===== config.mk =====
export PLATFORM = sky130hd
export DESIGN_NAME = fpexp2_horner_stage
export DESIGN_NICKNAME = d
export VERILOG_FILES = /design/src/design/fpexp2_pkg.sv /design/src/design/fpexp2_horner_stage.sv
export SDC_FILE = /design/constraint.sdc
export NUM_CORES = 2
export LEC_CHECK = 0
export ABC_AREA = 1
export BUFFER_PORTS_ARGS = -buffer_cell sky130_fd_sc_hd__buf_2
export CAP_MARGIN = 25
export CORE_ASPECT_RATIO = 1.4
export CORE_MARGIN = 2
export CORE_UTILIZATION = 40
export CTS_CLUSTER_SIZE = 28
export DETAILED_ROUTE_END_ITERATION = 8
export GPL_TIMING_DRIVEN = 0
export MAX_ROUTING_LAYER = met4
export SETUP_SLACK_MARGIN = 0.5
export SLEW_MARGIN = 25
export SYNTH_ARGS = -nofsm -noshare
export SYNTH_HDL_FRONTEND = slang
export SYNTH_SLANG_ARGS = --single-unit

===== constraint.sdc =====
create_clock -name clock -period 16.35 [get_ports clock]
set_clock_uncertainty 0.2 [all_clocks]
set_input_delay 4.0875 -clock clock [delete_from_list [all_inputs] [get_ports clock]]
set_output_delay 4.0875 -clock clock [all_outputs]
set_load 0.03 [all_outputs]

===== src/design/fpexp2_pkg.sv =====
package fpexp2_pkg;

   // log_value layout: integer part above the fraction
   localparam int FRACTION_BITS    = 32;
   localparam int LOG_WIDTH        = 38;
   localparam int INT_WIDTH        = LOG_WIDTH - FRACTION_BITS;
   localparam int POWER_WIDTH      = 64;
   localparam int REQ_TDATA_WIDTH  = ((LOG_WIDTH + 7) / 8) * 8;
   localparam int RSP_TDATA_WIDTH  = ((POWER_WIDTH + 7) / 8) * 8;
   localparam int INT_BITS_DEFAULT = 6;

   // Horner chain for 2^f - 1 in Q0.32; entry 0 seeds the accumulator
   localparam int HORNER_STEPS = 6;
   localparam logic [FRACTION_BITS-1:0] HORNER_COEF [0:HORNER_STEPS] = '{
      32'h000e5867,
      32'h00512969,
      32'h027ab6f0,
      32'h0e33f3a6,
      32'h3d7fbfd4,
      32'hb17213ac,
      32'h0000000b
   };

   // final correction, adds -1 modulo 2^32
   localparam logic [FRACTION_BITS-1:0] POLY_CORRECTION = 32'hffffffff;

   typedef struct packed {
      logic [FRACTION_BITS-1:0] acc;
      logic [FRACTION_BITS-1:0] frac;
      logic [INT_WIDTH-1:0]     exponent;
   } pipe_type;

endpackage


===== src/design/fpexp2_horner_stage.sv =====
// One Horner step: acc = hi32(acc * frac) + coef, registered.
module fpexp2_horner_stage (
   input  logic                                   clock,
   input  logic                                   reset,
   input  logic                                   in_valid,
   output logic                                   in_ready,
   input  fpexp2_pkg::pipe_type                   in_data,
   input  logic [fpexp2_pkg::FRACTION_BITS-1:0]   coef,
   output logic                                   out_valid,
   input  logic                                   out_ready,
   output fpexp2_pkg::pipe_type                   out_data
);

   logic                                       valid_ff;
   fpexp2_pkg::pipe_type                       data_ff;
   fpexp2_pkg::pipe_type                       data_in;
   logic [2*fpexp2_pkg::FRACTION_BITS-1:0]     product;
   logic                                       load;

   assign in_ready = !valid_ff || out_ready;
   assign load     = in_valid && in_ready;

   always_comb begin
      product = {{fpexp2_pkg::FRACTION_BITS{1'b0}}, in_data.acc}
              * {{fpexp2_pkg::FRACTION_BITS{1'b0}}, in_data.frac};
      data_in          = in_data;
      data_in.acc      = product[2*fpexp2_pkg::FRACTION_BITS-1:fpexp2_pkg::FRACTION_BITS]
                       + coef;
   end

   always_ff @(posedge clock) begin
      if (reset) begin
         valid_ff <= 1'b0;
      end else if (in_ready) begin
         valid_ff <= in_valid;
      end
   end

   always_ff @(posedge clock) begin
      if (load) begin
         data_ff <= data_in;
      end
   end

   assign out_valid = valid_ff;
   assign out_data  = data_ff;

endmodule


==> results.py <==
metrics = {
    "cts": {
        "cts_resized": 0,
        "clockBufferDepth": 2,
        "insertion_delay_ps": 400,
        "cts_root_buffer": "clkbuf_16",
        "cts_made_buffers": 9,
        "cts_tree": "yes",
        "cts_max_level": 3,
        "postCtsSetupBuffers": 0,
        "hold_buffers": 0,
        "cts.sinks": 71,
        "clk_pin_slew_ps": 70,
    },
    "yosys": {
        "synth_cell_types": 39,
        "ys_seq_elements": 71,
        "seq_area_frac_synth_pct": 5.52,
        "syn_nets": 6236,
        "syn_avg_cell_area_um2": 7.79,
        "synth_edf_count": 70,
        "synthArstFlopShare_pct": 0,
        "synth_warnings": 0,
        "synth-main-ff-cell": "edfxtp_1",
        "syn_inst": 4937,
        "synthesis.area_um2": 38400,
    },
    "route": {
        "drc": 0,
        "drt_wl_total_mm": 153,
        "vias": 32503,
        "drt_first_iter_violations": 2337,
        "via_per_inst": 5.10,
        "met1_length_mm": 53.3,
        "drtPass1Iterations": 6,
        "antenna_left": 0,
        "top_layer_used": "met4",
        "wl_met2_mm": 74.7,
        "wire_per_inst_um": 24.0,
        "wl_met3_mm": 10.5,
    },
    "sta": {
        "min_period_ps": 13610,
        "finalHoldViolations": 0,
        "setup_viol": 0,
        "final_max_slew_viol_count": 0,
        "fmax_ghz": 0.0735,
        "tightest_slew_ps": 1170,
        "fin_tns_setup_ps": 0,
        "holdWs_ps": 348,
        "rsz0062_at_grt": "false",
        "fin_crit_sh_pct": 83.2,
        "relSlewSlack_pct": 22.3,
    },
    "worst_setup_path": {
        "crit_fanout": 10,
        "rr_startpoint": "out_valid$_SDFFE_PP0N_",
        "worstPathRequired_ps": 16300,
        "cpMostUsedCell": "fa_1",
        "startpoint": "in_data[60]",
        "endpoint_kind": "flop",
        "crit_end": "out_data[64]$_DFFE_PP_",
        "r2r_end": "out_data[62]$_DFFE_PP_",
        "cp.arrival_ps": 13550,
        "r2r_cells": 4,
        "regToRegSetupSlack_ps": 14400,
        "crit_path_max_incr_delay_ps": 770,
        "crit_slowest_cell": "clkbuf_1",
        "criticalPathCategory": "in2reg",
        "start_kind": "input pin",
    },
    "final_layout": {
        "drive_above_1_share_pct": 5.30,
        "instances_no_fill": 6369,
        "final_cell_mix": "1554 x inv_1, 1331 x nand2_1, 896 x fa_1",
        "areaGrowthSynthToFinish_pct": 7.65,
        "layout_commonest_cell": "inv_1",
        "fin_util_pct": 43.5,
        "layout.nets": 6430,
    },
    "floorplanning": {
        "initial_utilization_pct": 40.4,
        "coreArea_um2": 95200,
        "rows": 134,
        "num_io_pins": 178,
        "die_w_um": 266,
        "die-area_um2": 98600,
        "die_y_um": 371,
    },
    "placement": {
        "place.gp.congestion": 1.02,
        "io_buffers": 177,
        "dp.cells": 6344,
        "dp_hpwl_mm": 133,
    },
    "global_route": {
        "track_usage_pct": 33.0,
        "grt_pass1_wl_mm": 225,
        "grt_pass1_vias": 34703,
        "grt_start_max_net_pins": 23,
        "antenna_found_initial": 8,
        "grt-ovfl-total": 0,
    },
    "status": {
        "status": "finished clean",
    },
    "worst_hold_path": {
        "hold_path_class": "reg2reg",
    },
    "flow_run": {
        "cap_violations": 0,
    },
}
cell usage after synthesis (all sizes together), types with 7 or more instances:
cell / count / area [um^2]
nand2: 1332 / 5000
a31oi: 9 / 56.3
nor2: 179 / 694
nand3: 61 / 305
o21ai: 72 / 368
edfxtp: 70 / 2100
xnor2: 19 / 166
a21oi: 115 / 579
fa: 896 / 17900
a21boi: 7 / 52.6
clkbuf: 192 / 721
o21bai: 11 / 82.6
ha: 297 / 3720
nor3: 14 / 70.1
a21o: 18 / 135
nor4: 8 / 56.3
inv: 1576 / 5920
nand4: 12 / 75.1
xor2: 26 / 228
layout make-up:
type	count	area [um^2]
clock inverter	7	85.1
fill	9844	53800
multi-input combinational	3097	29700
tap	1224	1530
buffer	192	764
timing repair buffer	183	1020
sequential	71	2120
antenna	9	22.5
inverter	1577	5920
clock buffer	9	225
layer usage:
metal  global-route usage [%]  vias up
met5                        -        -
met4                     24.5        0
met3                     4.77      495
met2                     55.5     1373
met1                     35.5    16373
li1                         -    14262
registers in the layout (all words and copies together), names as in the netlist:
signal	count
out_data	70
out_valid	1
critical path: cells and delay by family:
| kind | cells | cell delay, ps |
|---|---|---|
| compound gates | 4 | 990 |
| fa+ha+maj | 10 | 4920 |
| simple gates | 12 | 1900 |
| xor+xnor | 1 | 150 |
| buf+inv | 9 | 1460 |
metrics by stage:
step / setup WS, ps / area, um^2
4_1_cts: 2820 / 41400
5_1_grt: 2410 / 41400
3_5_place_dp: 2420 / 41000
2_1_floorplan: 4700 / 38400
3_3_place_gp: 2420 / 40900
6_report: 2740 / 41400
worst min-delay path by stage:
stage / start / endpoint / cells past startpoint / slack (ps)
floorplan: out_valid$_SDFFE_PP0N_ / out_valid$_SDFFE_PP0N_ / 2 / 630
global placement: out_valid$_SDFFE_PP0N_ / out_valid$_SDFFE_PP0N_ / 2 / 280
detailed placement: out_valid$_SDFFE_PP0N_ / out_valid$_SDFFE_PP0N_ / 2 / 340
CTS: out_valid$_SDFFE_PP0N_ / out_valid$_SDFFE_PP0N_ / 2 / 350
global route: out_valid$_SDFFE_PP0N_ / out_valid$_SDFFE_PP0N_ / 2 / 370
finish: out_valid$_SDFFE_PP0N_ / out_valid$_SDFFE_PP0N_ / 2 / 350
cell families after synthesis:
group / synth area share, %
AOI/OAI and AO/OA: 3.56
xor gates and xnor gates: 1.03
adders and majority gates: 56.3
buffers and inverters: 17.3
DFF: 5.52
and+or+nand+nor: 16.3
Power is left out: the tool's default activity adds up to more than one toggle a clock period on the data nets, which glitch-free logic cannot reach.
