`src/design/fpexp2_pkg.sv`:
```
package fpexp2_pkg;

   // log_value layout: integer part above the fraction
   localparam int FRACTION_BITS    = 32;
   localparam int LOG_WIDTH        = 38;
   localparam int INT_WIDTH        = LOG_WIDTH - FRACTION_BITS;
   localparam int POWER_WIDTH      = 64;
   localparam int REQ_TDATA_WIDTH  = ((LOG_WIDTH + 7) / 8) * 8;
   localparam int RSP_TDATA_WIDTH  = ((POWER_WIDTH + 7) / 8) * 8;
   localparam int INT_BITS_DEFAULT = 6;

   // Horner chain for 2^f - 1 in Q0.32; entry 0 seeds the accumulator
   localparam int HORNER_STEPS = 6;
   localparam logic [FRACTION_BITS-1:0] HORNER_COEF [0:HORNER_STEPS] = '{
      32'h000e5867,
      32'h00512969,
      32'h027ab6f0,
      32'h0e33f3a6,
      32'h3d7fbfd4,
      32'hb17213ac,
      32'h0000000b
   };

   // final correction, adds -1 modulo 2^32
   localparam logic [FRACTION_BITS-1:0] POLY_CORRECTION = 32'hffffffff;

   typedef struct packed {
      logic [FRACTION_BITS-1:0] acc;
      logic [FRACTION_BITS-1:0] frac;
      logic [INT_WIDTH-1:0]     exponent;
   } pipe_type;

endpackage

```
`src/design/fpexp2_scale_stage.sv`:
```
// Correction, mantissa build and shift by the integer part; output register.
module fpexp2_scale_stage #(
   parameter int INT_BITS = fpexp2_pkg::INT_BITS_DEFAULT
) (
   input  logic                                  clock,
   input  logic                                  reset,
   input  logic                                  in_valid,
   output logic                                  in_ready,
   input  fpexp2_pkg::pipe_type                  in_data,
   output logic                                  out_valid,
   input  logic                                  out_ready,
   output logic [fpexp2_pkg::POWER_WIDTH-1:0]    out_power
);

   localparam int FB      = fpexp2_pkg::FRACTION_BITS;
   localparam int IW      = fpexp2_pkg::INT_WIDTH;
   localparam int PW      = fpexp2_pkg::POWER_WIDTH;
   localparam int SHIFT_W = FB + 1 + (1 << IW) - 1;
   localparam logic [IW:0] INT_LIMIT = (IW + 1)'((1 << INT_BITS) - 1);

   logic                     valid_ff;
   logic [PW-1:0]            power_ff;
   logic [PW-1:0]            power_in;
   logic [FB-1:0]            poly;
   logic [FB:0]              mant;
   logic [SHIFT_W-1:0]       shifted;
   logic                     saturate;
   logic                     load;

   assign in_ready = !valid_ff || out_ready;
   assign load     = in_valid && in_ready;

   always_comb begin
      // zero fraction is exact: 2^0 - 1 = 0
      poly     = (in_data.frac == '0) ? '0 : in_data.acc + fpexp2_pkg::POLY_CORRECTION;
      mant     = {1'b1, poly};
      shifted  = {{(SHIFT_W-FB-1){1'b0}}, mant} << in_data.exponent;
      saturate = {1'b0, in_data.exponent} > INT_LIMIT;
      power_in = saturate ? '1 : PW'(shifted[SHIFT_W-1:FB]);
   end

   always_ff @(posedge clock) begin
      if (reset) begin
         valid_ff <= 1'b0;
      end else if (in_ready) begin
         valid_ff <= in_valid;
      end
   end

   always_ff @(posedge clock) begin
      if (load) begin
         power_ff <= power_in;
      end
   end

   assign out_valid = valid_ff;
   assign out_power = power_ff;

   // mantissa is at least one unit, so a result is never zero
   a_power_nonzero: assert property (@(posedge clock) disable iff (reset)
      valid_ff |-> power_ff != '0)
      else $error("fpexp2 scale: zero result");

   // zero fraction in range gives an exact power of two
   a_zero_frac_exact: assert property (@(posedge clock) disable iff (reset)
      (load && in_data.frac == '0 && !saturate) |=> $onehot(power_ff))
      else $error("fpexp2 scale: zero fraction not a power of two");

endmodule

```
`config.mk`:
```
export PLATFORM = sky130hd
export DESIGN_NAME = fpexp2_scale_stage
export DESIGN_NICKNAME = d
export VERILOG_FILES = /design/src/design/fpexp2_pkg.sv /design/src/design/fpexp2_scale_stage.sv
export SDC_FILE = /design/constraint.sdc
export NUM_CORES = 1
export LEC_CHECK = 0
export ABC_AREA = 1
export BUFFER_PORTS_ARGS = -buffer_cell sky130_fd_sc_hd__buf_2
export CORE_MARGIN = 2
export CORE_UTILIZATION = 56
export CTS_BUF_LIST = sky130_fd_sc_hd__clkbuf_2
export CTS_CLUSTER_DIAMETER = 120
export CTS_CLUSTER_SIZE = 28
export DETAILED_ROUTE_END_ITERATION = 16
export PLACE_DENSITY = 0.82
export SETUP_SLACK_MARGIN = 0.5
export SYNTH_ARGS = -nofsm -noshare
export SYNTH_HDL_FRONTEND = slang
export SYNTH_SLANG_ARGS = --single-unit
export TNS_END_PERCENT = 50
```
`constraint.sdc`:
```
create_clock -name clock -period 6.65 [get_ports clock]
set_clock_uncertainty 0.1 [all_clocks]
set_input_delay 1.995 -clock clock [delete_from_list [all_inputs] [get_ports clock]]
set_output_delay 1.995 -clock clock [all_outputs]
set_load 0.02 [all_outputs]
```
==> out/metrics.sh <==
OUTCOME='finished clean'
MAXCLOCKFREQUENCY_MHz=221
POST-ROUTE-WORST-SETUP-SLACK_PS=2130
RELSLEWSLACK_PCT=37.3
SYNTH-SEQ-AREA-SHARE_PCT=30.6
TRITONCTS_NUM_SINKS=65
MIN_DELAY_WORST_ENDPOINT='out_valid$_SDFFE_PP0N_'
LEADING_CELL_TYPE_BY_NUMBER_OF_INSTANCES_AFTER_SYNTHESIS='sky130_fd_sc_hd__nand2_1'
HOLD_BUFFERS=0
PLACED_WIRE_LENGTH_ESTIMATE_UM=14000
SYNTHTOLAYOUTAREAGROWTH_PCT=12.4
INSERTION_DELAY_PS=520
PLACE.GP.CONGESTION=0.951
SYNTH.NET_COUNT=1038
SYNTH.CELLS.MOST_FREQUENT='285 x sky130_fd_sc_hd__nand2_1, 254 x sky130_fd_sc_hd__nand3_1, 110 x sky130_fd_sc_hd__nor2_1, 64 x sky130_fd_sc_hd__edfxtp_1, 51 x sky130_fd_sc_hd__nand3_2'
POST_SYNTH.CELL_AREA_AVG_SQ_UM=6.58
CORE_AREA_SQ_UM=10900
CTS_TREE='done'
POST_CTS_RESIZE_COUNT=0
DEEPEST_CLOCK_PATH_BUFFER_COUNT=2
CTS.REPAIR_TIMING.SETUP_BUFFER_COUNT=0
GRT_SETUP_UNREPAIRED='false'
DETAIL_ROUTE.ITER0.VIOLATIONS=623
DESIGN.FINAL.NETS=1139
CRITICAL-PATH-TOP-CELL-BY-COUNT='sky130_fd_sc_hd__buf_2'
CPLARGESTDELAYFAMILY='buffers and inverters'
INSTANCES_NO_FILL=1209
GRT_ANTENNA_BEFORE_REPAIR=0
ARRIVAL_PS=2420
CLOCK_TREE.ROOT_CELL='sky130_fd_sc_hd__clkbuf_2'
DIE_W_UM=110
SYNTH_ENABLE_FLOP_CELLS=64
TIMING.RR.END='out_power[63]$_SDFFCE_PN0P_'
PEAK_PER_STAGE_DELAY_ON_THE_CRITICAL_PATH_PS=160
ROUTE.DETAILED.VIAS_PER_INST=5.70
DRT_PASS1_ITERATIONS=6
DRT_WL_TOTAL_UM=18100
ANTENNA_CELLS_INSERTED=0
MAPPEDNETLISTAREA_SQ_UM=6340
PORT-BUFFER-COUNT=139
TOTAL_LEAKAGE_POWER_nW=3.40
PRECTSSETUPSLACK_PS=1800
SYNTH_CELL_TYPES=30
FP-ROW-COUNT=38
DIE_OUTLINE_AREA_SQ_UM=12200
FINAL_HOLD_VIOL_COUNT=0
REG2REG_DEPTH=2
DIE_HEIGHT_UM=110
R2R_SLACK_PS=4600
COUNT_OF_FINAL_MAX_SLEW_CHECK_FAILURES=0
MULTI_INPUT_AREA_SQ_UM=3960
DETAILROUTE.VIA_COUNT=6889
NUM-FILL-CELLS=1047
REMAINING_DRC_ERRORS=0
AVGROUTEDWIREPERCELL_UM=15.0
GRT_UTIL_ALL_LAYERS_PCT=29.8
WORST-PATH-BUF-INV=3
INITIAL_STANDARD_CELL_UTILIZATION_OF_THE_CORE_PCT=58.0
CRIT_PATH_START_KIND='primary input'
MIN_FROM='out_valid$_SDFFE_PP0N_'
DRT.ANTENNA.VIOLATING_NETS=0
YOSYSTOPAREACELL='sky130_fd_sc_hd__edfxtp_1'
PIN_COUNT_OF_THE_BIGGEST_NET_ENTERING_GLOBAL_ROUTING=70
R2R-START='out_valid$_SDFFE_PP0N_'
FRACTION_OF_POST_SYNTHESIS_CELL_AREA_IN_THE_TOP_CELL_TYPE_BY_AREA_PCT=30.3
CRIT_PATH_MAX_FANOUT=2
PROPORTION_OF_LAYOUT_CELLS_WITH_A_DRIVE_SUFFIX_ABOVE_1_PCT=24.2
YS_DOMINANT_REG_CELL='sky130_fd_sc_hd__edfxtp_1'
GRT_PASS1_WL_UM=30400
FINALSETUPTNS_PS=0
YOSYSWARNINGCOUNT=0
SLEW_AT_THE_PIN_CLOSEST_TO_ITS_MAX_SLEW_LIMIT_PS=940
TIMING.SETUP.CRITICAL_PATH_CLASS='primary input to output pin'
IR_WORST_VDD_V=0.000127
CTS-BUFFERS-INSERTED=9
TIMING.CRITICAL_PATH.SLOWEST_STAGE_CELL='sky130_fd_sc_hd__buf_2'
FIN_CRIT_PS=4520
FF_LATCH_COUNT_SYNTH=65
TOP_LEVEL_PORTS=140
NUMBER_OF_INSTANCES_IN_THE_SYNTHESIZED_NETLIST=963
CRIT_PATH_END_KIND='output pin'
NUMBER_OF_GLOBAL_ROUTE_VIAS_BEFORE_REPAIR=6255
WORSTHOLDPATHCELLS=2
NETLIST_TOP_CELLS_AREA='sky130_fd_sc_hd__edfxtp_1 30%, sky130_fd_sc_hd__nand3_1 20%, sky130_fd_sc_hd__nand2_1 17%'
OVERFLOW=0
POST-ROUTE-UTIL_PCT=65.2
HTREE_NUM_LEVELS=3
SYNTH_ASYNC_SR_FLOP_SHARE_PCT=0
FINAL_MIN_PERIOD_OVER_CLOCK_PERIOD_PCT=67.9
DRV.MAX_CAP_VIOLATION_COUNT=0
FINAL-SETUP-VIOL-COUNT=0
NUMPLACEDINSTANCES=1193
WORST_SETUP_HOLD_PATH_CLK_SLEW_PS=190
CRITPATHREQUIREDTIME_PS=4550
CP_CELL_SEQUENCE='buf_2 -> inv_1 -> nand2_1 -> buf_2'
POWER.DENSITY_nW_PER_UM2=165
SEQCELLAREA_SQ_UM=1940
WORSTHOLDPATHTYPE='flip-flop to flip-flop'
-- cell families (layout without fill, tap and decap cells) --
kind of cell	count (synthesis)	count (layout)	synth area share, %
AO/OA/AOI/OAI	28	28	2.61
XOR/XNOR	7	7	1.20
adder cells (fa/ha/maj)	1	1	0.197
buffers and inverters	100	206	7.12
flip-flops	65	65	30.6
AND/OR/NAND/NOR	762	762	58.2
-- how the worst max path moves through the flow --
stage	slack (ps)	startpoint	cells after the start	end
detailed placement	1800	in_data[19]	13	out_power[13]$_DFFE_PP_
floorplan	900	in_valid	2	out_power[0]$_DFFE_PP_
global placement	1840	in_data[19]	13	out_power[14]$_DFFE_PP_
global route	2050	in_data[13]	13	out_power[45]$_SDFFCE_PN0P_
finish	2130	out_ready	4	in_ready
CTS	2130	out_ready	4	in_ready
-- layout by cell type, fill, tap and decap left out, types with 2 or more instances in the layout --
master	count
sky130_fd_sc_hd__edfxtp_1	64
sky130_fd_sc_hd__inv_2	4
sky130_fd_sc_hd__bufinv_16	2
sky130_fd_sc_hd__clkbuf_2	9
sky130_fd_sc_hd__nand3_1	254
sky130_fd_sc_hd__nor3_1	7
sky130_fd_sc_hd__nand2_1	285
sky130_fd_sc_hd__o21ai_0	4
sky130_fd_sc_hd__nor2_4	7
sky130_fd_sc_hd__nor2_1	110
sky130_fd_sc_hd__a21oi_1	11
sky130_fd_sc_hd__inv_1	37
sky130_fd_sc_hd__nand2_2	15
sky130_fd_sc_hd__buf_4	7
sky130_fd_sc_hd__nand3_2	51
sky130_fd_sc_hd__buf_2	139
sky130_fd_sc_hd__nand3b_1	2
sky130_fd_sc_hd__xor2_1	5
sky130_fd_sc_hd__o21ai_2	5
sky130_fd_sc_hd__o21ai_1	6
sky130_fd_sc_hd__nor2_2	10
sky130_fd_sc_hd__xor2_2	2
sky130_fd_sc_hd__nand4_1	18
sky130_fd_sc_hd__clkinv_1	4
-- registers in the layout (all words and copies together) (netlist names) --
signal,flops
out_valid,1
out_power,64
-- power by group --
| group | switching, mW | internal (mW) |
|---|---|---|
| Sequential | 0.00805 | 0.490 |
| Combinational | 0.279 | 0.123 |
| Clock | 0.152 | 0.124 |
| Total | 0.439 | 0.738 |
-- worst reg2reg max path, stage by stage (launching register included) --
cell	delay [ps]
sky130_fd_sc_hd__dfxtp_1	380
sky130_fd_sc_hd__a21oi_4	640
sky130_fd_sc_hd__buf_4	560
-- layer usage --
metal / part of all wire, % / GRT usage (%) / wire (um) / vias to the layer above
met4: 2.2 / 9.00 / 391 / 0
met5: 0 / 0 / 0 / -
li1: - / - / - / 3460
met2: 45 / 46.7 / 8140 / 320
met1: 44 / 41.3 / 8050 / 3074
met3: 8.4 / 6.75 / 1520 / 35
-- per-stage QoR --
step / instance area, sq um / total power, mW / hold WS [ps]
2_1_floorplan: 6340 / 0.792 / 605
3_3_place_gp: 6990 / 0.897 / 418
3_5_place_dp: 6990 / 0.903 / 435
4_1_cts: 7130 / 1.18 / 457
5_1_grt: 7130 / 1.24 / 507
6_report: 7130 / 1.18 / 450
-- layout make-up --
class	instances	area share (%)
Sequential cell	65	27.2
Multi-Input combinational cell	798	55.5
Clock buffer	9	0.632
Timing Repair Buffer	146	10.5
Clock inverter	7	1.32
Inverter	44	2.32
Tap cell	140	2.46
Power figures use the tool's default switching activity.
